<file path="config.mk">
export PLATFORM = sky130hd
export DESIGN_NAME = pedal_direction_hysteresis_scaler
export DESIGN_NICKNAME = d
export VERILOG_FILES = /design/src/design/pdhs_pkg.sv /design/src/design/pdhs_div.sv /design/src/design/pdhs_ctrl.sv /design/src/design/pdhs_dp.sv /design/src/design/pedal_direction_hysteresis_scaler.sv
export SDC_FILE = /design/constraint.sdc
export NUM_CORES = 1
export LEC_CHECK = 0
export BUFFER_PORTS_ARGS = -buffer_cell sky130_fd_sc_hd__clkbuf_2
export CAP_MARGIN = 20
export CORE_MARGIN = 2
export CORE_UTILIZATION = 45
export DETAILED_ROUTE_END_ITERATION = 7
export HOLD_SLACK_MARGIN = 0.1
export PLACE_DENSITY = 0.59
export SLEW_MARGIN = 20
export SYNTH_ARGS = -nofsm -noshare
export SYNTH_HDL_FRONTEND = slang
export SYNTH_HIERARCHICAL = 1
export SYNTH_SLANG_ARGS = --single-unit
</file>
<file path="constraint.sdc">
create_clock -name clk -period 18.8 [get_ports clk]
set_input_delay 1.88 -clock clk [delete_from_list [all_inputs] [get_ports clk]]
set_output_delay 1.88 -clock clk [all_outputs]
set_load 0.01 [all_outputs]
</file>
<file path="src/design/pdhs_pkg.sv">
// ----------------------------------------------------------------------------
// pdhs_pkg
// Shared widths, register indexes, codes and handshake structs of the pedal
// direction hysteresis scaler.
// ----------------------------------------------------------------------------
package pdhs_pkg;

	localparam int SAMPLE_W  = 10;
	localparam int TIME_W    = 32;
	localparam int PEDAL_W   = 2;
	localparam int LEVEL_W   = 7;
	localparam int SETTLE_W  = 16;
	localparam int CFG_W     = 16;
	localparam int CFG_IDX_W = 2;
	localparam int NUM_W     = SAMPLE_W + LEVEL_W;
	localparam int S_DATA_W  = 48;
	localparam int M_DATA_W  = 8;

	localparam logic [CFG_IDX_W-1:0] REG_CALIB_LOW  = 2'd0;
	localparam logic [CFG_IDX_W-1:0] REG_CALIB_HIGH = 2'd1;
	localparam logic [CFG_IDX_W-1:0] REG_BAND       = 2'd2;
	localparam logic [CFG_IDX_W-1:0] REG_SETTLE_MS  = 2'd3;

	localparam logic [SAMPLE_W-1:0] CALIB_LOW_RST  = 10'd9;
	localparam logic [SAMPLE_W-1:0] CALIB_HIGH_RST = 10'd1010;
	localparam logic [SAMPLE_W-1:0] BAND_RST       = 10'd30;
	localparam logic [SETTLE_W-1:0] SETTLE_MS_RST  = 16'd50;

	localparam logic [LEVEL_W-1:0] LEVEL_MAX = 7'd127;

	typedef enum logic [1:0] {
		DIR_IDLE = 2'd0,
		DIR_UP   = 2'd1,
		DIR_DOWN = 2'd2
	} dir_t;

	typedef enum logic [1:0] {
		LVL_ZERO = 2'd0,
		LVL_FULL = 2'd1,
		LVL_DIV  = 2'd2,
		LVL_SKIP = 2'd3
	} lvl_mode_t;

	typedef enum logic [2:0] {
		ST_IDLE      = 3'd0,
		ST_UPDATE    = 3'd1,
		ST_DIV_START = 3'd2,
		ST_DIV_WAIT  = 3'd3,
		ST_EMIT      = 3'd4
	} state_t;

	typedef struct packed {
		logic load;
		logic update;
		logic div_start;
		logic emit;
	} cmd_t;

	typedef struct packed {
		logic div_done;
	} status_t;

endpackage

</file>
<file path="src/design/pdhs_div.sv">
// ----------------------------------------------------------------------------
// pdhs_div
// Restoring divider, one quotient bit per cycle. The caller guarantees that
// the quotient fits in LEVEL_W bits (upper dividend bits below the divisor).
// ----------------------------------------------------------------------------
module pdhs_div (
	input  logic                              clk,
	input  logic                              arst_n,
	input  logic                              start,
	input  logic [pdhs_pkg::NUM_W-1:0]        num,
	input  logic [pdhs_pkg::SAMPLE_W-1:0]     den,
	output logic                              done,
	output logic [pdhs_pkg::LEVEL_W-1:0]      quo
);
	import pdhs_pkg::*;

	localparam int CNT_W = $clog2(LEVEL_W);

	logic [SAMPLE_W-1:0] rem_q;
	logic [LEVEL_W-1:0]  dvd_q;
	logic [CNT_W-1:0]    cnt_q;
	logic                busy_q;
	logic                done_q;
	logic [SAMPLE_W+1:0] trial;
	logic                ge;
	logic [SAMPLE_W-1:0] rem_next;

	always_comb begin
		trial    = {1'b0, rem_q, dvd_q[LEVEL_W-1]} - {2'b00, den};
		ge       = ~trial[SAMPLE_W+1];
		rem_next = ge ? trial[SAMPLE_W-1:0] : {rem_q[SAMPLE_W-2:0], dvd_q[LEVEL_W-1]};
	end

	always_ff @(posedge clk or negedge arst_n) begin
		if (!arst_n) begin
			busy_q <= 1'b0;
			done_q <= 1'b0;
			cnt_q  <= '0;
		end else begin
			done_q <= 1'b0;
			if (start) begin
				busy_q <= 1'b1;
				cnt_q  <= '0;
			end else if (busy_q) begin
				cnt_q <= cnt_q + 1'b1;
				if (cnt_q == CNT_W'(LEVEL_W - 1)) begin
					busy_q <= 1'b0;
					done_q <= 1'b1;
				end
			end
		end
	end

	// dividend bits shift out the top while quotient bits shift in below
	always_ff @(posedge clk) begin
		if (start) begin
			rem_q <= num[NUM_W-1:LEVEL_W];
			dvd_q <= num[LEVEL_W-1:0];
		end else if (busy_q) begin
			rem_q <= rem_next;
			dvd_q <= {dvd_q[LEVEL_W-2:0], ge};
		end
	end

	assign done = done_q;
	assign quo  = dvd_q;

endmodule

</file>
<file path="src/design/pdhs_ctrl.sv">
// ----------------------------------------------------------------------------
// pdhs_ctrl
// Sequencer: takes one item, steps the datapath through state update and
// division, and owns the output valid flag.
// ----------------------------------------------------------------------------
module pdhs_ctrl (
	input  logic              clk,
	input  logic              arst_n,
	input  logic              s_tvalid,
	output logic              s_tready,
	output logic              m_tvalid,
	input  logic              m_tready,
	input  pdhs_pkg::status_t status,
	output pdhs_pkg::cmd_t    cmd
);
	import pdhs_pkg::*;

	state_t state_q;
	state_t state_d;
	logic   out_valid_q;
	logic   out_free;

	assign out_free = ~out_valid_q | m_tready;

	always_comb begin
		state_d = state_q;
		case (state_q)
			ST_IDLE:      if (s_tvalid) state_d = ST_UPDATE;
			ST_UPDATE:    state_d = ST_DIV_START;
			ST_DIV_START: state_d = ST_DIV_WAIT;
			ST_DIV_WAIT:  if (status.div_done) state_d = ST_EMIT;
			ST_EMIT:      if (out_free) state_d = ST_IDLE;
			default:      state_d = ST_IDLE;
		endcase
	end

	always_comb begin
		cmd      = '0;
		s_tready = 1'b0;
		case (state_q)
			ST_IDLE: begin
				s_tready = 1'b1;
				cmd.load = s_tvalid;
			end
			ST_UPDATE:    cmd.update = 1'b1;
			ST_DIV_START: cmd.div_start = 1'b1;
			ST_DIV_WAIT:  cmd = '0;
			ST_EMIT:      cmd.emit = out_free;
			default:      cmd = '0;
		endcase
	end

	always_ff @(posedge clk or negedge arst_n) begin
		if (!arst_n) begin
			state_q     <= ST_IDLE;
			out_valid_q <= 1'b0;
		end else begin
			state_q <= state_d;
			if (cmd.emit) begin
				out_valid_q <= 1'b1;
			end else if (m_tready) begin
				out_valid_q <= 1'b0;
			end
		end
	end

	assign m_tvalid = out_valid_q;

endmodule

</file>
<file path="src/design/pdhs_dp.sv">
// ----------------------------------------------------------------------------
// pdhs_dp
// Datapath: configuration registers, per-pedal hysteresis state, scaling
// through the serial divider, and the output payload register.
// ----------------------------------------------------------------------------
module pdhs_dp #(
	parameter int PEDAL_COUNT = 4
) (
	input  logic                            clk,
	input  logic                            arst_n,
	input  logic                            cfg_we,
	input  logic [pdhs_pkg::CFG_IDX_W-1:0]  cfg_index,
	input  logic [pdhs_pkg::CFG_W-1:0]      cfg_data,
	input  logic [pdhs_pkg::PEDAL_W-1:0]    in_pedal,
	input  logic [pdhs_pkg::SAMPLE_W-1:0]   in_sample,
	input  logic [pdhs_pkg::TIME_W-1:0]     in_now,
	input  pdhs_pkg::cmd_t                  cmd,
	output pdhs_pkg::status_t               status,
	output logic [pdhs_pkg::PEDAL_W-1:0]    out_pedal,
	output logic [pdhs_pkg::LEVEL_W-1:0]    out_level,
	output logic                            out_changed
);
	import pdhs_pkg::*;

	localparam int IDX_W = (PEDAL_COUNT > 1) ? $clog2(PEDAL_COUNT) : 1;

	logic [SAMPLE_W-1:0] calib_low_q;
	logic [SAMPLE_W-1:0] calib_high_q;
	logic [SAMPLE_W-1:0] band_q;
	logic [SETTLE_W-1:0] settle_q;

	logic [PEDAL_W-1:0]  pedal_q;
	logic [SAMPLE_W-1:0] sample_q;
	logic [TIME_W-1:0]   now_q;

	logic [SAMPLE_W-1:0] held_q [PEDAL_COUNT];
	dir_t                dir_q  [PEDAL_COUNT];
	logic [TIME_W-1:0]   adv_q  [PEDAL_COUNT];
	logic [LEVEL_W-1:0]  last_q [PEDAL_COUNT];

	lvl_mode_t           mode_q;
	logic [NUM_W-1:0]    num_q;
	logic [SAMPLE_W-1:0] span_q;

	logic [PEDAL_W-1:0]  pedal_out_q;
	logic [LEVEL_W-1:0]  level_out_q;
	logic                changed_out_q;

	logic [IDX_W-1:0]    idx;
	logic                in_range;
	logic [SAMPLE_W-1:0] held;
	dir_t                dir;
	logic [TIME_W-1:0]   adv;
	logic [TIME_W-1:0]   elapsed;
	logic                settled;
	logic [SAMPLE_W:0]   s_ext;
	logic [SAMPLE_W:0]   held_ext;
	logic [SAMPLE_W:0]   band_ext;
	logic [SAMPLE_W-1:0] held_new;
	dir_t                dir_new;
	logic [TIME_W-1:0]   adv_new;
	logic [SAMPLE_W-1:0] diff;
	logic [NUM_W-1:0]    num;
	lvl_mode_t           mode;
	logic                div_done;
	logic [LEVEL_W-1:0]  quo;
	logic [LEVEL_W-1:0]  level_val;
	logic                changed;

	assign idx      = IDX_W'(pedal_q);
	assign in_range = {{(32-PEDAL_W){1'b0}}, pedal_q} < 32'(PEDAL_COUNT);

	always_ff @(posedge clk or negedge arst_n) begin
		if (!arst_n) begin
			calib_low_q  <= CALIB_LOW_RST;
			calib_high_q <= CALIB_HIGH_RST;
			band_q       <= BAND_RST;
			settle_q     <= SETTLE_MS_RST;
		end else if (cfg_we) begin
			case (cfg_index)
				REG_CALIB_LOW:  calib_low_q  <= cfg_data[SAMPLE_W-1:0];
				REG_CALIB_HIGH: calib_high_q <= cfg_data[SAMPLE_W-1:0];
				REG_BAND:       band_q       <= cfg_data[SAMPLE_W-1:0];
				REG_SETTLE_MS:  settle_q     <= cfg_data[SETTLE_W-1:0];
				default:        settle_q     <= settle_q;
			endcase
		end
	end

	always_ff @(posedge clk) begin
		if (cmd.load) begin
			pedal_q  <= in_pedal;
			sample_q <= in_sample;
			now_q    <= in_now;
		end
	end

	// hysteresis step for the selected pedal
	always_comb begin
		held     = held_q[idx];
		dir      = dir_q[idx];
		adv      = adv_q[idx];
		elapsed  = now_q - adv;
		settled  = elapsed >= TIME_W'(settle_q);
		s_ext    = {1'b0, sample_q};
		held_ext = {1'b0, held};
		band_ext = {1'b0, band_q};
		held_new = held;
		dir_new  = dir;
		adv_new  = adv;
		case (dir)
			DIR_IDLE: begin
				if (s_ext > held_ext + band_ext) begin
					dir_new  = DIR_UP;
					held_new = sample_q;
					adv_new  = now_q;
				end else if (s_ext + band_ext < held_ext) begin
					dir_new  = DIR_DOWN;
					held_new = sample_q;
					adv_new  = now_q;
				end
			end
			default: begin
				if (settled) begin
					dir_new = DIR_IDLE;
					adv_new = '0;
				end else if (dir == DIR_UP) begin
					if (sample_q > held) begin
						held_new = sample_q;
						adv_new  = now_q;
					end
				end else if (sample_q < held) begin
					held_new = sample_q;
					adv_new  = now_q;
				end
			end
		endcase
	end

	// at or above calib_high the quotient is at least 127, so clamp directly
	always_comb begin
		diff = held_new - calib_low_q;
		num  = {diff, {LEVEL_W{1'b0}}} - NUM_W'(diff);
		if (!in_range) begin
			mode = LVL_SKIP;
		end else if (calib_high_q <= calib_low_q || held_new <= calib_low_q) begin
			mode = LVL_ZERO;
		end else if (held_new >= calib_high_q) begin
			mode = LVL_FULL;
		end else begin
			mode = LVL_DIV;
		end
	end

	always_ff @(posedge clk) begin
		if (cmd.update) begin
			mode_q <= mode;
			num_q  <= (mode == LVL_DIV) ? num : '0;
			span_q <= calib_high_q - calib_low_q;
		end
	end

	always_ff @(posedge clk or negedge arst_n) begin
		if (!arst_n) begin
			for (int k = 0; k < PEDAL_COUNT; k++) begin
				held_q[k] <= '0;
				dir_q[k]  <= DIR_IDLE;
				adv_q[k]  <= '0;
				last_q[k] <= '0;
			end
		end else begin
			if (cmd.update && in_range) begin
				held_q[idx] <= held_new;
				dir_q[idx]  <= dir_new;
				adv_q[idx]  <= adv_new;
			end
			if (cmd.emit && changed) begin
				last_q[idx] <= level_val;
			end
		end
	end

	pdhs_div u_div (
		.clk    (clk),
		.arst_n (arst_n),
		.start  (cmd.div_start),
		.num    (num_q),
		.den    (span_q),
		.done   (div_done),
		.quo    (quo)
	);

	assign status.div_done = div_done;

	always_comb begin
		case (mode_q)
			LVL_ZERO: level_val = '0;
			LVL_FULL: level_val = LEVEL_MAX;
			LVL_DIV:  level_val = quo;
			LVL_SKIP: level_val = '0;
			default:  level_val = '0;
		endcase
		changed = (mode_q != LVL_SKIP) && (level_val != last_q[idx]);
	end

	always_ff @(posedge clk) begin
		if (cmd.emit) begin
			pedal_out_q   <= pedal_q;
			level_out_q   <= level_val;
			changed_out_q <= changed;
		end
	end

	assign out_pedal   = pedal_out_q;
	assign out_level   = level_out_q;
	assign out_changed = changed_out_q;

endmodule

</file>
<file path="src/design/pedal_direction_hysteresis_scaler.sv">
// ----------------------------------------------------------------------------
// pedal_direction_hysteresis_scaler
// Per-pedal directional hysteresis with settle timeout and linear scaling
// of the held level onto 0..127.
//
//   Input items arrive on the s_ group: pedal index in s_tuser, sample and
//   millisecond time stamp in s_tdata. Every item yields exactly one result
//   on the m_ group: pedal index in m_tuser, level and changed flag in
//   m_tdata.
//   Configuration (calib_low, calib_high, band, settle_ms at indexes 0..3)
//   is written through cfg_we/cfg_index/cfg_data; write it only while the
//   block is idle, which the block itself does not enforce. After acceptance
//   an item passes the update state, the divider start, the 7-step serial
//   divider that does the scaling and the emit state; only then is the
//   next item accepted. Results sit in an output register; the next item
//   is accepted while a result still waits. If the receiver stalls, the
//   block finishes the following item and holds it until the output
//   register frees up. Reset restores the default calibration and clears
//   all pedal state; an item is accepted as soon as reset is released.
// ----------------------------------------------------------------------------
module pedal_direction_hysteresis_scaler #(
	parameter int PEDAL_COUNT = 4
) (
	input  logic                            clk,
	input  logic                            arst_n,
	input  logic                            cfg_we,
	input  logic [pdhs_pkg::CFG_IDX_W-1:0]  cfg_index,
	input  logic [pdhs_pkg::CFG_W-1:0]      cfg_data,
	input  logic                            s_tvalid,
	output logic                            s_tready,
	input  logic [pdhs_pkg::S_DATA_W-1:0]   s_tdata,   // sample[9:0], now_ms[41:10], zero
	input  logic [pdhs_pkg::PEDAL_W-1:0]    s_tuser,   // pedal[1:0]
	output logic                            m_tvalid,
	input  logic                            m_tready,
	output logic [pdhs_pkg::M_DATA_W-1:0]   m_tdata,   // level[6:0], changed[7]
	output logic [pdhs_pkg::PEDAL_W-1:0]    m_tuser    // pedal_out[1:0]
);
	import pdhs_pkg::*;

	cmd_t               cmd;
	status_t            status;
	logic [LEVEL_W-1:0] level;
	logic               changed;

	pdhs_ctrl u_ctrl (
		.clk      (clk),
		.arst_n   (arst_n),
		.s_tvalid (s_tvalid),
		.s_tready (s_tready),
		.m_tvalid (m_tvalid),
		.m_tready (m_tready),
		.status   (status),
		.cmd      (cmd)
	);

	pdhs_dp #(
		.PEDAL_COUNT (PEDAL_COUNT)
	) u_dp (
		.clk         (clk),
		.arst_n      (arst_n),
		.cfg_we      (cfg_we),
		.cfg_index   (cfg_index),
		.cfg_data    (cfg_data),
		.in_pedal    (s_tuser),
		.in_sample   (s_tdata[SAMPLE_W-1:0]),
		.in_now      (s_tdata[SAMPLE_W+TIME_W-1:SAMPLE_W]),
		.cmd         (cmd),
		.status      (status),
		.out_pedal   (m_tuser),
		.out_level   (level),
		.out_changed (changed)
	);

	assign m_tdata = {changed, level};

endmodule

</file>
==> impl_metrics.toml, run 1 <==
[drt]
ant_nets = 0
vias_per_cell = 5.74
drc = 0
num_vias = 15800
routed_wirelength_um = 52400
drt-pass1-iter-count = 5
drtIter0Drc = 991
wire_per_inst_um = 19.0

[pwr]
p_leak_nw = 10.1
total_power_w = 0.00407
power.density_nw_per_um2 = 176
vdd_drop_max_mv = 0.156

[critical_path]
cp_data_arrival_time_ps = 11300
timing.rr.end = "u_dp/num_q[13]"
crit_slowest_cell = "buf_4"
reg2reg_from = "u_dp/idx[0]"
crit_required_ps = 19090
cp_max_fo = 41
slowest_delay_ps = 560
rrSetupSlack_ps = 7790
startpoint_type = "flip-flop"
r2r_cells = 38
critPathKind = "reg2reg"
cpMostUsedCell = "o21ai_0"
cp-end-kind = "flip-flop"

[yosys]
synth-adder-area-share_pct = 9.30
synth-edff-count = 100
ys_seq_elements = 359
ys.warnings.count = 6
syn_inst = 2077
synthFlopType = "dfrtp_1"
synth_simple_gate_area_share_pct = 12.9
synthMuxAreaShare_pct = 8.45
synth_area_um2 = 20900
synth-xor-area-share_pct = 3.14
synth.top_cells.by_area = "dfrtp_1, edfxtp_1, ha_1, nand2_1, o221ai_1"
synth_top_family_by_area = "compound AO/OA/AOI/OAI gates"
yosysTopAreaCell = "dfrtp_1"
async_flop_share_pct = 72.1
synth.avg_cell_area_um2 = 10.1
ys_types = 76
syn-num-nets = 2302
synth_compound_area_share_pct = 16.9
synth_commonest_cells = "nand2_1, dfrtp_1, ha_1"
synth_most_common_cell = "nand2_1"
ys_seq_area_share_pct = 45.4
synth_top_area_share_pct = 29.0

[global_routing]
grt_pass1_vias = 15800
grt_usage_pct = 22.2
grt_pass1_wl_um = 84800
gr-total-overflow = 0
grt_max_degree = 159
antenna_found_initial = 0

[finish]
multiInputGateArea_um2 = 10600
drive_gt1_share_pct = 13.9
diodes = 0
syn2layout_area_growth_pct = 10.7
seq_area_um2 = 9500
fillers = 4256
nets = 2343

[clocking]
clock_sinks = 359
ctsResizeCount = 0
clkTransAtPathRegs_ps = 60
ctsHoldBuffers = 0
cts_buffers = 42
cts_buffer_depth = 3
cts_setup_buffers = 0
root_buffer = "clkbuf_16"
cts_tree = "built"
clk_latency_ps = 560
htree_num_levels = 2

[worst_hold_path]
hold_path_class = "reg2reg"
hold_depth = 2
min-delay-start = "u_dp/last_q[14]"
hold_end = "u_dp/last_q[14]"

[timing]
tightestPinTransition_ps = 1010
fin_crit_sh_pct = 58.6
setup_viol = 0
rsz0062_at_grt = "false"
fmax_ghz = 0.0908
hold_violations = 0
worst_hold_slack_ps = 481
setup_tns_ps = 0
slew_viol_final = 0
fin_skew_ps = 20.9
relSlewSlack_pct = 32.5
final.min_clock_period_ps = 11010

[placement]
globalplace.congestion = 0.896
dp_hpwl_um = 35500
port_buffers = 78

[floorplan]
die-area_um2 = 48300
core_um2 = 46300
die_w_um = 220
initial_core_util_pct = 45.3
rows = 79
die_y_um = 220
io_pins = 85

[run_status]
status = "completed"

[job]
cap_violations = 0
[power breakdown]
part	leakage [nW]	total (W)	internal (W)	switching, W
registers	4.24	0.00119	0.00108	0.000118
clock network	0.635	0.000787	0.000461	0.000326
logic	5.27	0.00209	0.000840	0.00125
total	10.1	0.00407	0.00238	0.00169
[per-stage QoR]
stage	utilization, %	cells	setup WS, ps	cell area (µm²)
after floorplan	-	2077	8710	20900
final	50.1	2757	7790	23200
after CTS	50.1	2757	7770	23200
after global routing	50.1	2757	6790	23200
after global placement	47.3	2681	7950	21900
after detailed placement	47.3	2681	7880	21900
[cell usage in the layout, fill, tap and decap left out, types with 21 or more instances in the layout]
| cell type | count |
|---|---|
| o221ai_1 | 111 |
| edfxtp_1 | 100 |
| inv_1 | 117 |
| and2_1 | 22 |
| nor3_1 | 25 |
| xor2_1 | 28 |
| clkbuf_2 | 77 |
| nand2b_1 | 24 |
| mux2i_1 | 43 |
| xnor2_1 | 47 |
| a21oi_1 | 130 |
| a31oi_1 | 34 |
| nor2_1 | 128 |
| dfrtp_1 | 243 |
| o21ai_0 | 118 |
| o21ai_1 | 21 |
| nand4_1 | 24 |
| ha_1 | 146 |
| mux2_2 | 81 |
| a21o_1 | 27 |
| clkbuf_16 | 43 |
| nand2_1 | 284 |
[how the worst max path moves through the flow]
stage / endpoint / slack, ps / start
after detailed placement: u_dp/num_q[13] / 7880 / u_dp/idx[0]
final: u_dp/num_q[13] / 7790 / u_dp/idx[0]
after CTS: u_dp/num_q[13] / 7770 / u_dp/idx[0]
after global placement: u_dp/num_q[13] / 7950 / u_dp/idx[0]
after global routing: u_dp/num_q[13] / 6790 / u_dp/idx[0]
after floorplan: u_dp/num_q[13] / 8710 / u_dp/idx[0]
[state kept, by name, summed over array words and instances (netlist names), 16 cells and up]
register	count
u_dp/adv_q	128
u_dp/now_q	32
u_dp/settle_q	16
u_dp/held_q	40
u_dp/num_q	17
u_dp/last_q	28
[layout make-up]
class / count / area share [%]
Clock buffer: 57 / 4.87
Clock inverter: 19 / 0.734
Inverter: 117 / 1.89
Multi-Input combinational cell: 1500 / 45.8
Sequential cell: 359 / 41.0
Tap cell: 607 / 3.27
Timing Repair Buffer: 98 / 2.43
[critical path: cells and delay by family (launching register included)]
family / cells / cell delay [ps]
xor+xnor: 2 / 390
fa+ha+maj: 5 / 1650
compound gates: 17 / 4800
flops: 1 / 380
simple gates: 8 / 1260
mux: 2 / 890
buf+inv: 4 / 1350
[cells by family after synthesis]
kind of cell | Yosys count
DFF | 359
xor gates and xnor gates | 75
muxes | 143
buffers and inverters | 218
and+or+nand+nor | 596
adders and majority gates | 152
AOI/OAI and AO/OA | 534
[routing by layer]
| layer | share of wire (%) | vias to the layer above | wire length [µm] | GRT usage, % |
|---|---|---|---|---|
| met2 | 46 | 436 | 24000 | 36.0 |
| met4 | 2.4 | 0 | 1280 | 6.94 |
| met5 | 0 | - | 0 | 0 |
| li1 | - | 7670 | - | - |
| met3 | 4.9 | 81 | 2570 | 2.75 |
| met1 | 47 | 7651 | 24600 | 31.0 |
(Power assumes the default switching activity.)
==> run 2: changes to the inputs <==
- PLACE_DENSITY: 0.59 -> 0.62
- clock period: 18.8 -> 9.2 ns (I/O delays scaled with it)
==> impl_metrics.toml, run 2 (same netlist as run 1, synthesis figures left out) <==
[critical_path]
cp_data_arrival_time_ps = 8960
critPathKind = "reg2reg"
reg2reg_from = "u_dp/idx[0]"
cp-end-kind = "flip-flop"
crit_slowest_cell = "edfxtp_1"
cpMostUsedCell = "ha_1"
crit_required_ps = 9510
cp_max_fo = 8
startpoint = "u_dp/idx[0]"
startpoint_type = "flip-flop"
slowest_delay_ps = 480

[global_routing]
grt_usage_pct = 21.9
gr-total-overflow = 0
grt_pass1_wl_um = 84300
grt_pass1_vias = 16100
antenna_found_initial = 0
grt_max_degree = 142

[clocking]
clk_latency_ps = 560
clkTransAtPathRegs_ps = 60
cts_buffers = 42
cts_buffer_depth = 3
ctsHoldBuffers = 0
clock_sinks = 359
root_buffer = "clkbuf_16"
cts_tree = "built"
htree_num_levels = 2

[finish]
finish.utilization_pct = 51.5
largest_reg_flops = 128
diodes = 0
nets = 2400
syn2layout_area_growth_pct = 13.8
drive_gt1_share_pct = 17.1
mostFrequentLayoutCells = "nand2_1, dfrtp_1, ha_1, a21oi_1, nor2_1"
reg_top3 = "u_dp/adv_q (128), u_dp/held_q (40), u_dp/now_q (32)"
layout_commonest_cell = "nand2_1"
largest_register = "u_dp/adv_q"

[drt]
vias_per_cell = 5.74
routed_wirelength_um = 52200
drc = 0
ant_nets = 0
drt-pass1-iter-count = 5
num_vias = 16200
drtIter0Drc = 1101
wire_per_inst_um = 18.5

[timing]
slew_viol_final = 0
setup_viol = 0
relSlewSlack_pct = 35.5
hold_violations = 0
fmax_ghz = 0.116
fin_skew_ps = 11.5
tightestPinTransition_ps = 964
fin_crit_sh_pct = 94.1
final.min_clock_period_ps = 8650
worst_hold_slack_ps = 413

[floorplan]
die_w_um = 220
io_pins = 85
rows = 79
initial_core_util_pct = 45.3
core_um2 = 46300
die-area_um2 = 48300
die_y_um = 220

[placement]
port_buffers = 78
dp_hpwl_um = 36100
globalplace.congestion = 0.866

[job]
cap_violations = 0

[pwr]
vdd_drop_max_mv = 0.309
power.density_nw_per_um2 = 368
p_leak_nw = 10.5

[worst_hold_path]
hold_path_class = "in2async"

[run_status]
status = "completed"
run 2: final timing paths:
path,to,slack (ps),cells after the start
hold reg to reg,u_ctrl/state_q[1],480,1
max in group asynchronous,u_dp/adv_q[123],7460,2
setup reg to reg,u_dp/num_q[13],550,41
min in group clk,u_ctrl/state_q[1],480,1
hold / removal,u_dp/u_div/cnt_q[2],410,1
setup / recovery,u_dp/num_q[13],550,41
run 2: cell type report:
type,instances,area (µm²)
clock buffers,64,1300
well taps,607,759
flip-flops and latches,359,9500
multi-input cells,1500,10700
clock inverters,14,125
inverters,117,439
repair buffers,155,1010
fillers,4161,22400
run 2: timing repair:
item | CTS | global route
pin swaps | 0 | 6
buffers inserted | 2 | 2
gates resized for setup | 0 | 23
setup endpoints to repair | 1 | 10
run 2: through the flow:
step | power (W) | setup slack [ps] | setup TNS (ps) | std cells | cell area (µm²)
final | 0.00877 | 546 | 0 | 2816 | 23800
after global routing | 0.00950 | -16.1 | -16.1 | 2816 | 23800
after CTS | 0.00870 | 156 | 0 | 2814 | 23700
after detailed placement | 0.00695 | 12.2 | 0 | 2734 | 22300
after global placement | 0.00681 | 215 | 0 | 2734 | 22300
after floorplan | 0.00570 | 1.12 | 0 | 2077 | 21000
run 2: power breakdown:
part           internal, W  switching, W
Sequential         0.00220      0.000247
Clock              0.00103      0.000660
Combinational      0.00196       0.00267
run 2: critical path: cells and delay by family (launching register included):
family / cells / cell delay [ps]
flops: 1 / 480
simple gates: 10 / 1340
xor+xnor: 3 / 510
buf+inv: 4 / 710
compound gates: 18 / 3520
fa+ha+maj: 5 / 1500
mux: 1 / 330
run 2: layer usage:
metal	track usage, %	up-vias	share of wire [%]
met2	36.3	433	47
li1	-	7778	-
met1	29.7	7886	45
met3	3.01	73	4.9
met4	6.73	0	2.2
met5	0	-	0
==> run 3: changes to the inputs <==
- CAP_MARGIN: 20 -> unset
- CTS_BUF_LIST: unset -> sky130_fd_sc_hd__clkbuf_8
==> impl_metrics.toml, run 3 (same netlist as run 1, synthesis figures left out) <==
[timing]
tightestPinTransition_ps = 971
fin_skew_ps = 33.1
hold_violations = 0
setup_viol = 0
worst_hold_slack_ps = 319
slew_viol_final = 0
fin_crit_sh_pct = 94.6
relSlewSlack_pct = 35.3
final.min_clock_period_ps = 8700
fmax_ghz = 0.115
setup_ws_ps = 498

[finish]
mostFrequentLayoutCells = "nand2_1, dfrtp_1, ha_1, inv_1"
largest_reg_flops = 128
reg_top3 = "u_dp/adv_q (128), u_dp/held_q (40), u_dp/now_q (32)"
drive_gt1_share_pct = 18.3
layout_commonest_cell = "nand2_1"
nets = 2420
post-route-cell-area_um2 = 23800
final_cells = 2856
fillers = 4184
syn2layout_area_growth_pct = 13.7
largest_register = "u_dp/adv_q"

[global_routing]
grt_pass1_vias = 16300
grtUsageMet2_pct = 35.8
grtUsageMet1_pct = 29.6
antenna_found_initial = 0
grt_max_degree = 142
grt_pass1_wl_um = 84200
use_met3_pct = 3.17
grt_usage_pct = 21.8
busiest_layer = "met2"
gr-total-overflow = 0

[run_status]
status = "completed"

[floorplan]
die_y_um = 220
core_um2 = 46300
initial_core_util_pct = 45.3
die_w_um = 220
io_pins = 85
rows = 79
die-area_um2 = 48300

[drt]
wire_per_inst_um = 18.2
drc = 0
vias_per_cell = 5.70
drtIter0Drc = 1146
num_vias = 16300
drt-pass1-iter-count = 5
ant_nets = 0
routed_wirelength_um = 52100

[pwr]
vdd_drop_max_mv = 0.270
total_power_w = 0.00866
p_leak_nw = 10.6
power.density_nw_per_um2 = 364

[placement]
dp.cells = 2734
dpl_cell_area_um2 = 22300
dp_hpwl_um = 36100
globalplace.congestion = 0.866
pre_cts_ws_ps = 12.2
port_buffers = 78

[critical_path]
critical_path_buf_inv_count = 3
cp_data_arrival_time_ps = 9090
cp_max_fo = 8
startpoint_type = "flip-flop"
crit_required_ps = 9590
cp_top_family = "compound AO/OA/AOI/OAI gates"
critPathKind = "reg2reg"
slowest_delay_ps = 470
cp-end-kind = "flip-flop"
rrSetupSlack_ps = 500
crit_slowest_cell = "edfxtp_1"

[job]
cap_violations = 0

[clocking]
cts_tree = "built"
clkTransAtPathRegs_ps = 60
cts_buffers = 61
root_buffer = "clkbuf_8"
clock_sinks = 359
htree_num_levels = 2
clk_latency_ps = 660
cts_buffer_depth = 3

[worst_hold_path]
hold_path_class = "in2async"
[run 3: cell type report]
type	instances	area, µm²	share of cell area [%]
repair buffers	156	1020	4.29
inverters	117	439	1.84
clock buffers	83	1140	4.80
diodes	1	2.50	0.0105
multi-input cells	1500	10700	44.9
clock inverters	33	254	1.07
well taps	607	759	3.19
flip-flops and latches	359	9500	39.9
[run 3: path summary, 6_finish.rpt]
kind | from | to | cells after the start
min in group clk | s_tdata[37] | u_dp/now_q[27] | 1
max reg2reg | u_dp/idx[0] | u_dp/num_q[13] | 40
max in group asynchronous | arst_n | u_dp/dir_q[7] | 2
max | u_dp/idx[0] | u_dp/num_q[13] | 40
min | arst_n | u_dp/u_div/cnt_q[2] | 1
min reg2reg | u_dp/u_div/done | u_ctrl/state_q[1] | 1
[run 3: timing repair]
item	CTS	global route
hold buffers	0	0
pin swaps	0	5
endpoints found under the setup margin	6	10
gates resized for setup	0	21
setup buffers	2	3
[run 3: through the flow]
stage	util (%)	setup TNS, ps
global placement	48.2	0
floorplan	-	0
detailed placement	48.2	0
finish	51.5	0
global route	51.5	-25.0
CTS	51.3	0
[run 3: power breakdown]
| group | switching (W) | internal, W |
|---|---|---|
| combinational | 0.00266 | 0.00197 |
| clock | 0.000661 | 0.000916 |
| sequential | 0.000245 | 0.00220 |
| total | 0.00357 | 0.00509 |
[run 3: worst register-to-register path, delay by kind of cell, from the launching register on]
family	cells	cell delay (ps)
buffers and inverters	3	560
AO/OA/AOI/OAI	17	3470
multiplexers	1	340
flip-flops	1	470
adder cells (fa/ha/maj)	5	1500
AND/OR/NAND/NOR	11	1630
XOR/XNOR	3	460
[run 3: per-layer routing]
metal | up-vias | share of wire, %
li1 | 7823 | -
met1 | 7979 | 45
met2 | 401 | 47
met3 | 87 | 5.2
met4 | 0 | 2.3
met5 | - | 0
